## config.mk

```make
export PLATFORM = sky130hd
export DESIGN_NAME = cthr_ctrl
export DESIGN_NICKNAME = d
export VERILOG_FILES = /design/src/cthr_pkg.sv /design/src/cthr_ctrl.sv
export VERILOG_INCLUDE_DIRS = /design/src /design/src/src
export SDC_FILE = /design/constraint.sdc
export NUM_CORES = 1
export LEC_CHECK = 0
export BUFFER_PORTS_ARGS = -buffer_cell sky130_fd_sc_hd__buf_2
export CORE_UTILIZATION = 30
export CTS_BUF_LIST = sky130_fd_sc_hd__clkbuf_4 sky130_fd_sc_hd__clkbuf_8
export CTS_CLUSTER_DIAMETER = 40
export DETAILED_ROUTE_END_ITERATION = 16
export HOLD_SLACK_MARGIN = 0.12
export PLACE_DENSITY = 0.49
export SLEW_MARGIN = 20
export SYNTH_ARGS = -nofsm -noshare
export SYNTH_HDL_FRONTEND = slang
export SYNTH_SLANG_ARGS = --single-unit
export TNS_END_PERCENT = 5
```

## constraint.sdc

```tcl
create_clock -name clk -period 1.7 [get_ports clk]
set_clock_uncertainty 0.15 [all_clocks]
set_input_delay 0 -clock clk [delete_from_list [all_inputs] [get_ports clk]]
set_output_delay 0 -clock clk [all_outputs]
set_load 0.01 [all_outputs]
```

## src/connection_throttle_table_defines.svh

```systemverilog
// Assertion helpers shared by the throttle table modules.
// Both expect clk and rst_n in scope.
`ifndef CONNECTION_THROTTLE_TABLE_DEFINES_SVH
`define CONNECTION_THROTTLE_TABLE_DEFINES_SVH

// Property checked on every edge outside reset.
`define CTT_ASSERT(label, prop, msg) \
  label: assert property (@(posedge clk) disable iff (!rst_n) prop) \
    else $error(msg);

// Antecedent in this cycle, consequent in the next one.
`define CTT_ASSERT_NEXT(label, ante, cons, msg) \
  label: assert property (@(posedge clk) disable iff (!rst_n) (ante) |=> (cons)) \
    else $error(msg);

`endif

```

## src/cthr_pkg.sv

```systemverilog
`timescale 1ns / 1ps
package cthr_pkg;

  localparam int DEF_TABLE_DEPTH = 64;

  localparam int ADDR_W     = 32;
  localparam int REP_W      = 29;
  localparam int HOLD_W     = 32;
  localparam int BASE_W     = 8;
  localparam int CFG_IDX_W  = 2;
  localparam int CFG_DATA_W = 29;

  localparam logic [BASE_W-1:0] BASE_HOLD_RST = 8'd5;
  localparam logic [REP_W-1:0]  COUNT_CAP_RST = 29'd400000000;

  // register indexes
  localparam logic [CFG_IDX_W-1:0] CFG_BASE_HOLD = 2'd0;
  localparam logic [CFG_IDX_W-1:0] CFG_COUNT_CAP = 2'd1;

  // controller -> datapath
  typedef struct packed {
    logic capture;   // latch input address
    logic clr_scan;  // scan index and keep index to zero
    logic inc_scan;
    logic rd;        // read table at scan index
    logic ld_cnt;    // latch saturated repeat count
    logic ld_prod;   // latch base * count
    logic wr_hit;    // update matched entry, emit refusal
    logic ins_new;   // append entry, emit allow
    logic ld_full;   // emit allow with full flag
    logic wr_keep;   // compaction write of surviving entry
    logic commit;    // entry count takes the keep index
  } cmd_t;

  // datapath -> controller
  typedef struct packed {
    logic scan_done;
    logic match;
    logic hold_nz;
    logic full;
    logic out_free;
  } status_t;

endpackage

```

## src/cthr_ctrl.sv

```systemverilog
`timescale 1ns / 1ps
`include "connection_throttle_table_defines.svh"
module cthr_ctrl (
  input  logic             clk,
  input  logic             rst_n,
  input  logic             in_valid,
  input  logic             in_mode,
  output logic             in_stall,
  output cthr_pkg::cmd_t    cmd,
  input  cthr_pkg::status_t status
);
  import cthr_pkg::*;

  typedef enum logic [7:0] {
    ST_IDLE  = 8'b0000_0001,
    ST_S_RD  = 8'b0000_0010,
    ST_S_CMP = 8'b0000_0100,
    ST_S_MUL = 8'b0000_1000,
    ST_S_HIT = 8'b0001_0000,
    ST_S_MIS = 8'b0010_0000,
    ST_T_RD  = 8'b0100_0000,
    ST_T_CHK = 8'b1000_0000
  } state_t;

  state_t state_r, state_nxt;

  assign in_stall = (state_r != ST_IDLE);

  always_comb begin
    state_nxt = state_r;
    cmd       = '0;
    case (state_r)
      ST_IDLE: begin
        if (in_valid) begin
          cmd.capture  = 1'b1;
          cmd.clr_scan = 1'b1;
          state_nxt    = in_mode ? ST_T_RD : ST_S_RD;
        end
      end
      ST_S_RD: begin
        if (status.scan_done) begin
          state_nxt = ST_S_MIS;
        end else begin
          cmd.rd    = 1'b1;
          state_nxt = ST_S_CMP;
        end
      end
      ST_S_CMP: begin
        if (status.match) begin
          cmd.ld_cnt = 1'b1;
          state_nxt  = ST_S_MUL;
        end else begin
          cmd.inc_scan = 1'b1;
          state_nxt    = ST_S_RD;
        end
      end
      ST_S_MUL: begin
        cmd.ld_prod = 1'b1;
        state_nxt   = ST_S_HIT;
      end
      ST_S_HIT: begin
        if (status.out_free) begin
          cmd.wr_hit = 1'b1;
          state_nxt  = ST_IDLE;
        end
      end
      ST_S_MIS: begin
        if (status.out_free) begin
          if (status.full) begin
            cmd.ld_full = 1'b1;
          end else begin
            cmd.ins_new = 1'b1;
          end
          state_nxt = ST_IDLE;
        end
      end
      ST_T_RD: begin
        if (status.scan_done) begin
          cmd.commit = 1'b1;
          state_nxt  = ST_IDLE;
        end else begin
          cmd.rd    = 1'b1;
          state_nxt = ST_T_CHK;
        end
      end
      ST_T_CHK: begin
        cmd.wr_keep  = status.hold_nz;
        cmd.inc_scan = 1'b1;
        state_nxt    = ST_T_RD;
      end
      default: begin
        state_nxt = ST_IDLE;
      end
    endcase
  end

  always_ff @(posedge clk) begin
    if (!rst_n) begin
      state_r <= ST_IDLE;
    end else begin
      state_r <= state_nxt;
    end
  end

  `CTT_ASSERT_NEXT(a_tick_starts_sweep, (state_r == ST_IDLE) && in_valid && in_mode, state_r == ST_T_RD, "tick did not start sweep")
  `CTT_ASSERT(a_cmp_follows_rd, (state_r == ST_S_CMP) |-> ($past(state_r) == ST_S_RD), "compare without read")
  `CTT_ASSERT(a_no_insert_when_full, cmd.ins_new |-> !status.full, "insert into full table")

endmodule

```

==> results of run 1 <==
==> final cells by class <==
type / count / area (um^2) / share of cell area (%)
Sequential cell: 8 / 167.7 / 18.18
Multi-Input combinational cell: 53 / 399.1 / 43.28
Clock buffer: 3 / 22.52 / 2.442
Timing Repair Buffer: 41 / 282.8 / 30.66
Inverter: 5 / 18.77 / 2.035
Tap cell: 25 / 31.28 / 3.392
==> placed cells by master (no fill, tap or decap), types with 2 or more instances in the layout <==
cell type	Yosys	final
dfxtp_1	8	4
inv_1	5	5
buf_6	0	2
nor4_1	2	2
nor2_1	7	7
dlygate4sd3_1	0	7
nand4_1	2	2
clkbuf_4	0	3
and4_1	2	2
xnor2_1	2	2
nand3_1	3	2
o21ai_1	1	2
buf_2	1	20
dfxtp_2	0	3
nor2b_1	5	4
nor3_2	2	2
o21a_1	2	2
buf_4	1	12
nand4b_1	2	2
==> per-stage QoR <==
step                setup TNS (ns)  total power [mW]  utilization, %
floorplan                        0            0.3613               -
global placement                 0            0.4528           42.51
detailed placement               0            0.4513           42.51
CTS                        -0.3697            0.6190           50.90
global route               -0.6422            0.6616           52.83
finish                    -0.01378            0.6228           52.83
==> kinds of logic (layout without fill, tap and decap cells) <==
logic type | count (synthesis) | count (layout)
xor+xnor | 3 | 3
flops | 8 | 8
buf+inv | 7 | 49
compound gates | 13 | 13
simple gates | 37 | 37
==> per-layer routing <==
metal  GRT usage (%)  up-vias  part of all wire (%)
met5               0        -                     0
met4           7.879        0                   3.1
met3           5.600        7                   4.9
met2           31.01       21                    46
met1           21.71      300                    45
li1                -      331                     -
==> worst register-to-register path: stages (launching register included) <==
cell and delay [ns]:
dfxtp_4 0.37, nor4_4 0.37, buf_4 0.18, buf_6 0.08, nand4b_1 0.10, or2_0 0.24, a21boi_1 0.13
==> report_power, final <==
part	internal, mW	switching (mW)	leakage (nW)	total (mW)
logic	0.131	0.129	0.363	0.261
clock network	0.0807	0.0627	0.0138	0.143
registers	0.201	0.0184	0.0666	0.219
total	0.412	0.210	0.443	0.623
==> final timing paths <==
path / start / to / slack, ns
setup / recovery: state_r[3] / cmd[7] / -0.01
hold / removal: status[2] / cmd[1] / 0.14
setup reg to reg: state_r[3] / state_r[5] / 0.01
hold reg to reg: state_r[5] / state_r[5] / 0.39
==> repair_timing <==
item / 4_1_cts / 5_1_grt
hold buffers: 7 / 0
setup buffers: 4 / 2
setup endpoints to repair: 6 / 17
endpoints found under the hold margin: 9 / 0
resized for setup: 6 / 7
pin swaps: 4 / 4
==> implementation parameters, run 1 <==
Parameter                              Value

Run status
  Status ... complete, but fails checks
  Violations in the final reports ... negative setup slack

Logic synthesis
  Largest family of logic cells by synthesized area ... simple AND/OR/NAND/NOR gates
  Distinct cell type count of the synthesized netlist ... 37
  Main area contributors after synthesis ... dfxtp_1 (28%), nor2b_1 (5.6%), nor2_1 (4.7%)
  Number of warnings reported in the yosys synthesis log ... 0
  Seq/Total Area, Yosys ... roughly 28%
  Synth Area per Inst ... slightly above 8 um^2
  Proportion of synthesized area in mux cells ... 0%
  Area share of fa/ha/maj cells after synthesis ... 0%
  Number of nets in the synthesized netlist ... 77
  Leading cell type by number of instances after synthesis ... dfxtp_1
  Synth Instances ... just under 70
  Proportion of netlist area held by the largest area contributor ... 28.44%
  Most used standard cells in the synthesized netlist ... dfxtp_1 (8), nor2_1 (7), inv_1 (5), nor2b_1 (5), nand3_1 (3)
  Count of flip-flops with a built-in enable after synthesis ... 0
  Commonest register cell after synthesis ... dfxtp_1
  Synth Area in XOR/XNOR ... 4.667%
  Post-synthesis sequential element count ... 8
  Synth Area in Simple Gates ... 44.67%
  Cell taking the most area after synthesis ... dfxtp_1
  Async set-or-reset flop fraction in the synthesized netlist ... 0%
  Fraction of the mapped netlist area in compound gates ... around 17%
  Post-synth design cell area ... ~560 um^2

Die
  Die height ... roughly 45 um
  IO Pins ... 21
  Starting utilization of the core area ... approximately a third
  Floorplan row count ... 15
  Floorplan Core Area ... 1745 um^2
  Overall die area ... ~2100 um^2
  Die W ... 45.32 um

Detailed routing
  Count of TritonRoute iterations in the first routing pass ... 3
  Violation count after the first detailed-route iteration ... 13
  Via density per instance ... 4.881
  Vias after detailed routing ... approximately 660
  Mean routed wirelength per cell ... around 12 um
  Number of nets still failing antenna checks after routing ... 0
  Final wirelength ... roughly 1600 um
  Detailed-route DRC error count ... 0

STA
  Final worst slack ... -0.01378 ns
  Hold slack final ... 0.1403 ns
  Final clock period utilization by the worst path ... 100.8%
  Number of pins with negative max-slew slack in the final report ... 0
  Post-layout min period ... between 1.5 and 2 ns
  Slew at the pin closest to its max-slew limit ... roughly 0.32 ns
  Count of endpoints failing setup in the final report ... 1
  Final hold vios ... 0
  Highest achievable clock rate ... just under 0.6 GHz
  Rel. slew slack ... 78.81%
  RSZ-0062 raised after global routing ... yes

Worst setup path
  Cell count of the worst reg-to-reg path ... 6
  Number of buffer and inverter instances along the worst setup path ... 1
  Critical path data arrival time ... around 1.6 ns
  Worst EP required ... 1.55 ns
  Largest delay share family, worst path ... simple AND/OR/NAND/NOR gates
  Crit Path Category ... flop to primary output
  Category of the worst setup path capture point ... primary output
  Crit. path cell count ... 4
  Delay contributed by the slowest stage of the critical path ... 0.37 ns
  Critical-path cell list ... nor4_4, nor2b_4, nor4b_4, buf_2
  Cell with the largest stage delay on the worst path ... dfxtp_4
  Highest net fanout along the worst path ... 5
  Critical Path Start Type ... flop

GRT
  Grt total ovfl ... 0
  Number of antenna violations at the first check in global routing ... 0
  Vias in the first global route ... about 630
  Pin count of the biggest net entering global routing ... 8
  GRT Resource Usage Total ... 18.51%
  First-pass GRT wire length ... approximately 2700 um

CTS
  Inserted Clock Buffers ... 3
  Clock tree from TritonCTS ... built
  Deepest level of the CTS H-tree ... 1
  Clock transition at the registers of the reported paths ... 0.06 ns
  Clock net sink count ... 8
  Clock Root Buffer ... clkbuf_4
  Maximum count of clock buffers along a single path ... 2
  Worst skew pair latency ... approximately 0.25 ns

Finish
  Number of fill cells in the layout ... roughly 180
  Largest reg by FF count ... state_r
  Number of flip-flops under the largest register name ... 8
  Area grow syn2layout ... 63.78%
  Ant. Diodes ... 0
  Post-layout instance area ... about 920 um^2
  Proportion of layout cells with a drive suffix above 1 ... a little under half
  Registers with the most flip-flops ... state_r (8)
  Cell Count, Final, Fillers Out ... about 140
  Number of nets in the final layout ... between 100 and 150

Placement
  Sum of net half-perimeters after detailed placement ... 1210 um
  RD Place Congestion ... 0.7933
  Count of port buffers added during placement ... 20
  Placement Setup Slack ... 0.07423 ns
  Placed cell area ... approximately 740 um^2
  Number of placed instances, taps included ... roughly 120

Worst hold path
  Hold/Removal Path Class ... input pin to primary output
  Min-Delay Path Depth ... 4

Power and ir drop
  LEAKAGE ... between 0.4 and 0.5 nW
  Cell Pwr Density ... approximately 680 nW/um^2
  Maximum vdd drop ... just over 0.5 mV

Job
  Maximum Capacitance Violations ... 0
Power figures use the tool's default switching activity.
==> run 2: changes to the inputs <==
Settings changed: CELL_PAD_IN_SITES_DETAIL_PLACEMENT set to 0, CELL_PAD_IN_SITES_GLOBAL_PLACEMENT set to 2, CORE_ASPECT_RATIO set to 1.5, CORE_UTILIZATION 30 to 27, PLACE_DENSITY 0.49 to 0.75.
==> run 2 against run 1 <==
The flow still finishes with violations (negative setup slack). Highest routed layer unchanged. Core utilization shrank 7.0 points. Final area shrank 5.6%. First-iteration DRC count unchanged. Register-to-register slack better by 0.06 ns. Critical path depth is 2 higher. Non-clock buffer count down 5. Setup slack better by 0.0087 ns. Cell count shrank 6.7%. Flip-flop and latch count unchanged. Largest cell class unchanged. Sequential share of layout area increased by 1.1 points. Clock power about the same.
==> implementation parameters, run 2 (synthesized netlist as in run 1, its figures left out) <==
Parameter                              Value

STA
  Rel. slew slack ... between 80% and 90%
  Final worst slack ... -0.005045 ns
  Hold slack final ... between 0.1 and 0.15 ns
  RSZ-0062 raised after global routing ... yes
  Number of pins with negative max-slew slack in the final report ... 0
  Slew at the pin closest to its max-slew limit ... approximately 0.26 ns
  Highest achievable clock rate ... 0.5865 GHz
  Count of endpoints failing setup in the final report ... 1
  Post-layout min period ... approximately 1.7 ns
  Post-Route Setup TNS ... -0.005045 ns
  Final hold vios ... 0
  Final clock period utilization by the worst path ... 100.3%

Worst setup path
  Critical Path Start Type ... flop
  Top cell by count, worst path ... buf_4
  Category of the worst setup path capture point ... primary output
  Reg2Reg Capture Point ... state_r[2]
  Critical-path cell list ... nor4_4, buf_4, buf_4, nand4b_1, o21ai_1, buf_2
  Critical path data arrival time ... roughly 1.6 ns
  Cell with the largest stage delay on the worst path ... dfxtp_4
  Cell count of the worst reg-to-reg path ... 5
  Worst EP required ... 1.55 ns
  Origin of the critical flop-to-flop path ... state_r[5]
  Delay contributed by the slowest stage of the critical path ... 0.35 ns
  Worst setup slack for register-to-register paths ... ~0.070 ns
  Highest net fanout along the worst path ... 5
  Crit Path Category ... flop to primary output

GRT
  First-pass GRT wire length ... between 2000 and 2500 um
  Vias in the first global route ... 612
  GRT Resource Usage Total ... between 10% and 20%
  Grt total ovfl ... 0
  Number of antenna violations at the first check in global routing ... 0
  Pin count of the biggest net entering global routing ... 8

Die
  Floorplan row count ... 19
  Die height ... about 58 um
  Starting utilization of the core area ... between 20 and 30%
  Die W ... about 39 um
  IO Pins ... 21
  Overall die area ... 2276 um^2
  Floorplan Core Area ... 1902 um^2

Run status
  Status ... complete, but fails checks
  Violations in the final reports ... negative setup slack

Finish
  Registers with the most flip-flops ... state_r (8)
  Area grow syn2layout ... 54.67%
  Utilization after layout ... between 40% and 50%
  Most frequent standard cell in the layout excluding fill and tap cells ... buf_2
  Number of nets in the final layout ... between 100 and 150
  Combined area of the multi-input logic cells ... around 400 um^2
  Number of fill cells in the layout ... 199
  Number of flip-flops under the largest register name ... 8
  Proportion of layout cells with a drive suffix above 1 ... 45.71%
  Ant. Diodes ... 0
  Largest reg by FF count ... state_r
  FF+latch area ... about 170 um^2
  Most frequent cells in the layout ... buf_2 (20), buf_4 (9), nor2_1 (7), dlygate4sd3_1 (7), inv_1 (5)

Detailed routing
  Vias after detailed routing ... approximately 640
  Count of TritonRoute iterations in the first routing pass ... 4
  Final wirelength ... between 1500 and 2000 um
  Number of nets still failing antenna checks after routing ... 0
  Via density per instance ... 5.087
  Violation count after the first detailed-route iteration ... 13
  Detailed-route DRC error count ... 0
  Mean routed wirelength per cell ... 12.75 um

Placement
  Count of port buffers added during placement ... 20
  Sum of net half-perimeters after detailed placement ... approximately 1200 um
  RD Place Congestion ... 0.7088
  Placement Setup Slack ... -0.003939 ns

CTS
  Clock net sink count ... 8
  Deepest level of the CTS H-tree ... 1
  Inserted Clock Buffers ... 3
  Clock transition at the registers of the reported paths ... approximately 0.05 ns
  Clock Root Buffer ... clkbuf_4
  Worst skew pair latency ... roughly 0.26 ns
  Maximum count of clock buffers along a single path ... 2
  Clock tree from TritonCTS ... built

Job
  Maximum Capacitance Violations ... 0

Power and ir drop
  Cell Pwr Density ... 698.7 nW/um^2
  Post-layout total power ... approximately 0.61 mW
  Maximum vdd drop ... around 0.45 mV
  LEAKAGE ... 0.4032 nW

Worst hold path
  Hold/Removal Path Class ... input pin to primary output
  Min-Delay Path Depth ... 4
  Sink of the worst hold path ... cmd[1]
  Min-Delay Startpoint ... status[2]
[run 2: timing repair]
item,CTS,global route
hold buffers,7,0
endpoints found under the setup margin,8,12
resized for setup,7,4
setup buffers,3,1
pin swaps,2,1
endpoints found under the hold margin,9,0
[run 2: routing by layer]
metal	vias up	wire, um	global-route usage (%)	part of all wire (%)
met5	-	0	0	0
met4	0	42	10.84	2.6
met3	4	64	3.448	4.0
met2	21	841	28.33	52
met1	292	658	15.22	41
li1	324	-	-	-
[run 2: worst max path at each step]
stage                     slack (ns)    endpoint  startpoint
after floorplan                 0.17     cmd[10]  state_r[3]
after global placement         -0.05  state_r[3]  state_r[3]
after detailed placement      -0.004  state_r[3]  state_r[3]
after CTS                      -0.01      cmd[8]  state_r[2]
after global routing           -0.09      cmd[8]  state_r[4]
final                         -0.005      cmd[8]  state_r[2]
[run 2: layout make-up]
class                   count  area share [%]
multi-input cells          53           45.69
repair buffers             36           27.30
flip-flops and latches      8           19.25
clock buffers               3           2.586
well taps                  21           3.017
inverters                   5           2.155
[run 2: through the flow]
| step | instances | cell area (um^2) |
|---|---|---|
| after floorplan | 68 | 563.0 |
| after global placement | 112 | 714.4 |
| after detailed placement | 112 | 714.4 |
| after CTS | 125 | 853.3 |
| after global routing | 126 | 870.8 |
| final | 126 | 870.8 |
[run 2: report_power, final]
group	internal (mW)	leakage, nW	total (mW)	switching (mW)
logic	0.121	0.322	0.245	0.124
registers	0.199	0.0674	0.217	0.0180
clock network	0.0808	0.0138	0.146	0.0653
total	0.401	0.403	0.608	0.207
[run 2: worst max-delay path, delay by kind of cell, from the launching register on]
family | cells | cell delay, ns
and+or+nand+nor | 2 | 0.41
buffers and inverters | 3 | 0.43
DFF | 1 | 0.35
AOI/OAI and AO/OA | 1 | 0.12
==> run 3: changes to the inputs <==
Settings changed: BUFFER_PORTS_ARGS -buffer_cell sky130_fd_sc_hd__buf_2 to -buffer_cell sky130_fd_sc_hd__buf_4.
==> run 3 against run 2 <==
The flow still finishes with violations (negative setup slack). Via count down 2.2%. Final area up 6.6%. Clock power up 3%. Wire length up 1.4%. Count of clock-buffer cells in the layout unchanged. Cell count unchanged. Core utilization up 3.0 points. Register-to-register slack about the same. Die area unchanged. Sequential share of layout area down 1.3 points. Global-route usage up 1.1 points. First-iteration DRC count down 7.7%. Largest cell class unchanged. Highest routed layer unchanged.
==> implementation parameters, run 3 (synthesized netlist as in run 1, its figures left out) <==
Parameter                              Value

Detailed routing
  Mean routed wirelength per cell ... 12.92 um
  Violation count after the first detailed-route iteration ... 12
  Count of TritonRoute iterations in the first routing pass ... 4
  Via density per instance ... 4.976
  Final wirelength ... between 1500 and 2000 um
  Vias after detailed routing ... between 600 and 700
  DR WL met3 ... around 53 um
  Number of nets still failing antenna checks after routing ... 0
  Length of routed met2 wiring ... a little under 900 um
  Sum of routed wire segments on met1 ... ~660 um
  Top routing layer in use ... met4
  Detailed-route DRC error count ... 0

CTS
  Deepest level of the CTS H-tree ... 1
  Clock net sink count ... 8
  Maximum count of clock buffers along a single path ... 2
  Worst skew pair latency ... around 0.26 ns
  Clock Root Buffer ... clkbuf_4
  Clock transition at the registers of the reported paths ... 0.05 ns
  Inserted Clock Buffers ... 3
  Clock tree from TritonCTS ... built

Power and ir drop
  Sw frac ... between 30 and 40%
  Internal power component ... about 0.44 mW
  Share of total power in combinational logic ... between 40% and 50%
  Portion of total power attributed to sequential cells ... roughly a third
  Cell Pwr Density ... 705.2 nW/um^2
  Post-layout total power ... 0.6547 mW
  Clock Power Share ... a little under a quarter
  Maximum vdd drop ... ~0.37 mV
  Net switching component of the power ... around 0.22 mW
  LEAKAGE ... between 0.4 and 0.5 nW

Finish
  Most frequent standard cell in the layout excluding fill and tap cells ... buf_4
  Largest reg by FF count ... state_r
  Number of nets in the final layout ... between 100 and 150
  Registers with the most flip-flops ... state_r (8)
  Area grow syn2layout ... 64.89%
  Post-layout instance area ... 928.4 um^2
  Proportion of layout cells with a drive suffix above 1 ... between 40% and 50%
  Number of flip-flops under the largest register name ... 8
  Ant. Diodes ... 0
  Most frequent cells in the layout ... buf_4 (27), dlygate4sd3_1 (7), nor2_1 (6)

STA
  Slew at the pin closest to its max-slew limit ... about 0.33 ns
  RSZ-0062 raised after global routing ... yes
  Number of pins with negative max-slew slack in the final report ... 0
  Count of endpoints failing setup in the final report ... 3
  Rel. slew slack ... 77.87%
  Post-layout min period ... about 1.7 ns
  Final clock period utilization by the worst path ... 102.5%
  Highest achievable clock rate ... approximately 0.57 GHz
  Post-Route Setup TNS ... -0.09083 ns
  Final worst slack ... -0.04181 ns
  Final hold vios ... 0
  Hold slack final ... approximately 0.16 ns

Worst setup path
  Cell count of the worst reg-to-reg path ... 5
  Worst Setup SP ... state_r[2]
  Worst setup slack for register-to-register paths ... 0.06 ns
  Highest net fanout along the worst path ... 6
  Number of buffer and inverter instances along the worst setup path ... 3
  Delay contributed by the slowest stage of the critical path ... between 0.3 and 0.4 ns
  Crit Path Category ... flop to primary output
  Top cell by count, worst path ... buf_4
  Cell with the largest stage delay on the worst path ... dfxtp_4
  Critical Path Start Type ... flop
  Critical-path cell list ... nor4_4, buf_4, buf_6, nand4b_1, o21ai_1, buf_4
  Origin of the critical flop-to-flop path ... state_r[3]
  Critical path data arrival time ... around 1.6 ns
  Category of the worst setup path capture point ... primary output
  Reg2Reg Capture Point ... state_r[2]
  Largest delay share family, worst path ... buffers and inverters
  Worst EP required ... roughly 1.6 ns

GRT
  Grt total ovfl ... 0
  First-pass GRT wire length ... ~2700 um
  Pin count of the biggest net entering global routing ... 8
  Vias in the first global route ... approximately 650
  GRT Resource Usage Total ... ~17%
  Number of antenna violations at the first check in global routing ... 0

Die
  Floorplan Core Area ... ~1900 um^2
  Die W ... about 39 um
  Die height ... ~58 um
  Starting utilization of the core area ... between 20% and 30%
  Floorplan row count ... 19
  Overall die area ... 2276 um^2
  IO Pins ... 21

Worst hold path
  Sink of the worst hold path ... cmd[1]
  Min-Delay Path Depth ... 4
  Hold/Removal Path Class ... input pin to primary output
  Min-Delay Startpoint ... status[2]

Placement
  Count of port buffers added during placement ... 20
  Placed cell area ... a little under 800 um^2
  RD Place Congestion ... slightly above 0.7
  Sum of net half-perimeters after detailed placement ... ~1300 um

Job
  Maximum Capacitance Violations ... 0

Run status
  Status ... complete, but fails checks
  Violations in the final reports ... negative setup slack
run 3: cell count changes in the layout (fill, tap and decap cells not counted):
| cell | before | now |
|---|---|---|
| buf_2 | 20 | 0 |
| buf_4 | 9 | 27 |
| buf_6 | 0 | 2 |
| dfxtp_1 | 4 | 5 |
| dfxtp_2 | 3 | 2 |
| nand3_1 | 2 | 1 |
| nand3_2 | 1 | 2 |
| nor2_1 | 7 | 6 |
| nor2_2 | 1 | 2 |
| nor4_1 | 0 | 1 |
| nor4_2 | 2 | 1 |
run 3: what timing repair did:
item | in CTS | in global routing
hold buffers | 7 | 0
resized for setup | 9 | 4
buffers inserted | 3 | 0
endpoints found under the hold margin | 9 | 0
pin swaps | 2 | 0
setup endpoints to repair | 11 | 12
run 3: worst min-delay path, stage by stage:
cell    delay, ns
buf_4        0.07
inv_1        0.03
nor2_1       0.08
buf_4        0.12
run 3: worst max path at each step:
stage,cells past startpoint,end
2_1_floorplan,4,cmd[10]
4_1_cts,6,cmd[8]
5_1_grt,6,cmd[1]
3_3_place_gp,4,state_r[3]
3_5_place_dp,4,state_r[3]
6_report,6,cmd[8]
run 3: power groups by stage:
stage	clock [mW]	combinational (mW)	sequential [mW]
after floorplan	0	0.145	0.216
after global placement	0	0.256	0.223
after detailed placement	0	0.254	0.221
after CTS	0.151	0.282	0.216
after global routing	0.161	0.315	0.218
final	0.150	0.288	0.217
run 3: final cells by class:
type                            instances  area (um^2)
Clock buffer                            3        22.52
Fill cell                             198        973.4
Inverter                                5        18.77
Multi-Input combinational cell         53        399.1
Sequential cell                         8        166.4
Tap cell                               21        26.28
Timing Repair Buffer                   36        295.3
run 3: layer usage:
metal  global-route usage, %  up-vias
met3                   3.448        4
li1                        -      320
met2                   30.95       17
met1                   17.19      286
met4                   8.867        0
met5                       0        -
run 3: metrics by stage:
step | instances | utilization, % | setup WS, ns
2_1_floorplan | 68 | - | 0.1663
3_3_place_gp | 113 | 40.59 | -0.02418
3_5_place_dp | 113 | 40.59 | 0.01303
4_1_cts | 126 | 47.96 | -0.05013
5_1_grt | 126 | 48.82 | -0.1503
6_report | 126 | 48.82 | -0.04181
